### src/rtl/fmpf_pkg.sv
// Shared types and constants of the first-match packet filter.
`default_nettype none

package fmpf_pkg;

    localparam int OPCODE_W   = 2;
    localparam int IDX_W      = 6;
    localparam int HOOK_W     = 3;
    localparam int IF_W       = 16;
    localparam int ADDR_W     = 32;
    localparam int PROTO_W    = 8;
    localparam int PORT_W     = 16;
    localparam int FLAGS_W    = 7;
    localparam int ACTION_W   = 8;
    localparam int COUNT_W    = 7;
    localparam int CFG_ADDR_W = 5;
    localparam int CFG_DATA_W = 32;

    localparam int DEFAULT_REGS = 5;

    localparam logic [OPCODE_W-1:0] OP_CLASSIFY = 2'd0;
    localparam logic [OPCODE_W-1:0] OP_WR_MATCH = 2'd1;
    localparam logic [OPCODE_W-1:0] OP_WR_MASK  = 2'd2;

    localparam logic [2:0] REG_RULE_COUNT = 3'd0;
    localparam logic [2:0] REG_DEFAULT0   = 3'd1;
    localparam logic [2:0] REG_DEFAULT1   = 3'd2;
    localparam logic [2:0] REG_DEFAULT2   = 3'd3;
    localparam logic [2:0] REG_DEFAULT3   = 3'd4;
    localparam logic [2:0] REG_DEFAULT4   = 3'd5;

    localparam logic [PROTO_W-1:0]  PROTO_UDP     = 8'd17;
    localparam logic [PROTO_W-1:0]  PROTO_TCP     = 8'd6;
    localparam logic [ACTION_W-1:0] ACTION_ACCEPT = 8'd1;

    localparam int FLG_IN    = 0;
    localparam int FLG_OUT   = 1;
    localparam int FLG_SRC   = 2;
    localparam int FLG_DST   = 3;
    localparam int FLG_PROTO = 4;
    localparam int FLG_SPORT = 5;
    localparam int FLG_DPORT = 6;

    typedef struct packed {
        logic [IF_W-1:0]    in_if;
        logic [IF_W-1:0]    out_if;
        logic [ADDR_W-1:0]  src_addr;
        logic [ADDR_W-1:0]  dst_addr;
        logic [PROTO_W-1:0] proto;
        logic [PORT_W-1:0]  src_port;
        logic [PORT_W-1:0]  dst_port;
    } t_match_word;

    typedef struct packed {
        logic [ADDR_W-1:0]   src_mask;
        logic [ADDR_W-1:0]   dst_mask;
        logic [ACTION_W-1:0] action;
        logic [FLAGS_W-1:0]  flags;
    } t_mask_word;

    typedef struct packed {
        logic start;
        logic wr_match;
        logic wr_mask;
        logic step;
        logic store_out;
    } t_ctl_cmd;

    typedef struct packed {
        logic empty;
        logic all_issued;
        logic hit;
        logic last_cmp;
    } t_dp_status;

endpackage

`default_nettype wire

### src/rtl/fmpf_ctrl.sv
// Controller state machine: item acceptance, rule walk sequencing, result handoff.
`default_nettype none

module fmpf_ctrl (
    input  wire logic                           i_clk,
    input  wire logic                           i_rst_n,
    input  wire logic                           i_in_valid,
    input  wire logic [fmpf_pkg::OPCODE_W-1:0]  i_opcode,
    input  wire logic                           i_out_stall,
    input  wire fmpf_pkg::t_dp_status           i_status,
    output logic                                o_in_stall,
    output logic                                o_out_valid,
    output fmpf_pkg::t_ctl_cmd                  o_cmd
);

    import fmpf_pkg::*;

    localparam logic [1:0] S_IDLE = 2'd0;
    localparam logic [1:0] S_WALK = 2'd1;
    localparam logic [1:0] S_DONE = 2'd2;

    logic [1:0] r_state;
    logic [1:0] n_state;
    logic       r_out_valid;
    logic       n_out_valid;
    logic       w_accept;

    assign w_accept    = i_in_valid && (r_state == S_IDLE);
    assign o_in_stall  = (r_state != S_IDLE);
    assign o_out_valid = r_out_valid;

    always_comb begin
        n_state         = r_state;
        o_cmd           = '0;
        o_cmd.start     = w_accept && (i_opcode == OP_CLASSIFY);
        o_cmd.wr_match  = w_accept && (i_opcode == OP_WR_MATCH);
        o_cmd.wr_mask   = w_accept && (i_opcode == OP_WR_MASK);
        case (r_state)
            S_IDLE: begin
                if (o_cmd.start) begin
                    n_state = i_status.empty ? S_DONE : S_WALK;
                end
            end
            S_WALK: begin
                if (i_status.hit || i_status.last_cmp) begin
                    n_state = S_DONE;
                end else begin
                    o_cmd.step = !i_status.all_issued;
                end
            end
            S_DONE: begin
                o_cmd.store_out = !r_out_valid || !i_out_stall;
                if (o_cmd.store_out) begin
                    n_state = S_IDLE;
                end
            end
            default: begin
                n_state = S_IDLE;
            end
        endcase
    end

    always_comb begin
        n_out_valid = r_out_valid;
        if (r_out_valid && !i_out_stall) begin
            n_out_valid = 1'b0;
        end
        if (o_cmd.store_out) begin
            n_out_valid = 1'b1;
        end
    end

    always_ff @(posedge i_clk) begin
        if (!i_rst_n) begin
            r_state     <= S_IDLE;
            r_out_valid <= 1'b0;
        end else begin
            r_state     <= n_state;
            r_out_valid <= n_out_valid;
        end
    end

endmodule

`default_nettype wire

### config.mk
export PLATFORM = sky130hd
export DESIGN_NAME = fmpf_ctrl
export DESIGN_NICKNAME = d
export VERILOG_FILES = /design/src/rtl/fmpf_pkg.sv /design/src/rtl/fmpf_ctrl.sv
export SDC_FILE = /design/constraint.sdc
export NUM_CORES = 1
export LEC_CHECK = 0
export ABC_AREA = 1
export BUFFER_PORTS_ARGS = -buffer_cell sky130_fd_sc_hd__buf_2
export CORE_AREA = 2 2 39 41
export DETAILED_ROUTE_END_ITERATION = 10
export DIE_AREA = 0 0 41 43
export PLACE_DENSITY = 0.42
export SYNTH_ARGS = -nofsm -noshare
export SYNTH_HDL_FRONTEND = slang
export SYNTH_SLANG_ARGS = --single-unit
export TNS_END_PERCENT = 100
### constraint.sdc
create_clock -name i_clk -period 2.23 [get_ports i_clk]
set_clock_uncertainty 0.2 [all_clocks]
set_input_delay 0.5575 -clock i_clk [delete_from_list [all_inputs] [get_ports i_clk]]
set_output_delay 0.5575 -clock i_clk [all_outputs]
set_load 0.005 [all_outputs]
==> run summary <==
Status - finished clean
Htree depth - 1
Area contributors post-synth - dfxtp_1, inv_1, nand2_1, a21oi_1, nor3_1
Hold-fix buffers at CTS - 0
Site Rows - 14
Starting Density - 16.8%
Syn_nets - 50
Final setup fails - 0
Worst Max-Slew Pin Slew - 0.262 ns
Die width - 41 µm
Crit path largest cell delay - 0.33 ns
Global Route met1 Usage - 7.72%
Worst path slowest cell - dfxtp_1
Sequential fraction of the synthesis area - 25.8%
Port Buffers - 16
CP Launch Type - flip-flop
Fmax achieved - 509 MHz
Gr ovfl total - 0
Total CTS buffers - 3
Reg clk slew, reported paths - 0.04 ns
Share of cells above drive strength 1 - 39.0%
CP startpoint - r_state[1]$_SDFFE_PN0P_
Crit Reg-Reg Startpoint - r_state[1]$_SDFFE_PN0P_
Power share of the sequential group - 28.1%
Worst path cell trace - nor2_1 > nand2_1 > nor3_1 > buf_2
Area growth from synthesis to layout - 51.1%
CORE AREA - 1380 µm²
DP Area - 325 µm²
Crit path to - o_cmd[3]
Worst rel slew slack - 82.5%
Detailed Route WL - 489 µm
PD cells - 758 nW/µm²
Predominant post-synthesis flop cell - dfxtp_1
Die area - 1760 µm²
LEAKAGE - 0.205 nW
Final setup TNS - 0 ns
R2R cell count - 4
Crit Path Category - flip-flop to output pin
Vias - 282
R2R setup slack - 1.01 ns
Clock Tree Buf Depth - 2
Comb pwr share - 37.5%
Placed wire-length estimate - 435 µm
First-pass GRT wire length - 772 µm
Reg area - 60.1 µm²
Initial DRT Pass Iterations - 2
Mapped Avg Cell Area - 5.82 µm²
Post-route ant nets - 0
Fill count - 173
Initial DRC count - 3
Worst Hold Class - flip-flop to flip-flop
Most instantiated library cell after synthesis - inv_1
Min Hold Slack - 0.314 ns
Post-Synthesis Cells - 40
Worst setup EP type - output pin
Multi-input gate area - 124 µm²
Nets - 70
Capturing point of the worst reg2reg path - r_state[0]$_SDFFE_PN0P_
Number of max-slew violations in the final report - 0
Largest fanout on the critical path - 4
CTS tree - yes
Distinct cell type count after synthesis - 12
Max cap viols - 0
Fin crit period - 1.96 ns
WL/cell - 6.52 µm
Die Ht - 43 µm
Design area - 352 µm²
Final hold violations - 0
Clock root cell - clkbuf_4
GR Util met3 - 3.14%
Post_cts resized - 0
Switch share - 34.1%
Number of global-route vias before repair - 233
RSZ-0062 raised after global routing - no
Routability congestion estimate - 0.612
Switch Pwr - 0.0911 mW
Post-CTS setup buffers - 0
Post-synth ARST share - 0%
Placed Cells - 71
Overall power consumption - 0.267 mW
EDFF count, synth - 0
Top cells by count, synth - inv_1, nand2_1, a21oi_1
Vias per inst - 3.76
Clock network power share - 34.4%
Number of synthesis warnings - 0
GRT Total Usage - 6.63%
Gr busiest metal - met2
CTS Sinks - 3
Largest net degree at the start of global routing - 5
Non-Filler Instances - 75
Synth area leader - dfxtp_1
Clock latency on the worst-skew pair - 0.23 ns
Worst EP required - 1.47 ns
Max VDD drop - 0.000204 V
Io pins - 17
Post-synth top area share - 25.8%
Cell Area, Synth - 233 µm²
Startpoint of the worst hold path - o_out_valid$_SDFFE_PN0P_
Met2 GRT Util - 8.44%
CP arrival - 1.21 ns
Initial antenna violation count - 0
Tcrit/Tclk final - 88.0%
Residual DRC - 0
Synthesized flop and latch total - 3
Ant. Diodes - 0
Internal cell power - 0.176 mW
[flip-flops by register name, indices dropped and copies added, names as in the netlist]
| signal | flops |
|---|---|
| o_out_valid | 1 |
| r_state | 2 |
[kinds of logic (layout without fill, tap and decap cells)]
family                 after synthesis  count (layout)  share of synthesized area [%]
AOI/OAI and AO/OA                    6               6                           14.5
buffers and inverters               12              31                           21.0
and+or+nand+nor                     19              19                           38.7
DFF                                  3               3                           25.8
[worst min path at each step]
stage	end	slack [ns]	depth (start not counted)
final	o_out_valid$_SDFFE_PN0P_	0.31	2
after global routing	o_out_valid$_SDFFE_PN0P_	0.34	2
after CTS	o_out_valid$_SDFFE_PN0P_	0.32	2
after detailed placement	o_out_valid$_SDFFE_PN0P_	0.31	2
after global placement	o_out_valid$_SDFFE_PN0P_	0.31	2
after floorplan	r_state[0]$_SDFFE_PN0P_	0.30	2
[critical path: cells and delay by family (launching register included)]
kind / cells / cell delay, ns
simple gates: 3 / 0.50
flops: 1 / 0.33
buf+inv: 1 / 0.13
[cells in the final DEF (no fill, tap or decap), drive strengths merged]
master	instances
nor2	6
a21oi	5
nand3	2
nor3	3
nand2	8
inv	11
o21ai	1
dfxtp	3
buf	16
clkbuf	4
[layer usage]
metal  share of wire, %  wire length, µm
met5                  0                0
met4                  0                0
met3                9.2               45
met2                 42              206
met1                 49              238
[cell type report]
| cell class | count | area share (%) |
|---|---|---|
| clock buffers | 4 | 7.47 |
| inverters | 11 | 11.7 |
| multi-input cells | 25 | 35.2 |
| flip-flops and latches | 3 | 17.1 |
| well taps | 16 | 5.69 |
| repair buffers | 16 | 22.8 |
[stage by stage]
stage          setup slack (ns)  utilization (%)
2_1_floorplan             0.659                -
3_3_place_gp              0.469             23.5
3_5_place_dp              0.464             23.5
4_1_cts                   0.235             25.4
5_1_grt                   0.147             25.4
6_report                  0.267             25.4
[power by group through the flow]
stage | clock network [mW] | registers [mW] | logic [mW]
after global placement | 0 | 0.0759 | 0.102
after detailed placement | 0 | 0.0758 | 0.102
after CTS | 0.0972 | 0.0750 | 0.103
final | 0.0917 | 0.0750 | 0.0999
after floorplan | 0 | 0.0740 | 0.0718
after global routing | 0.104 | 0.0765 | 0.117
No activity file was read; power rests on OpenSTA's default activity.
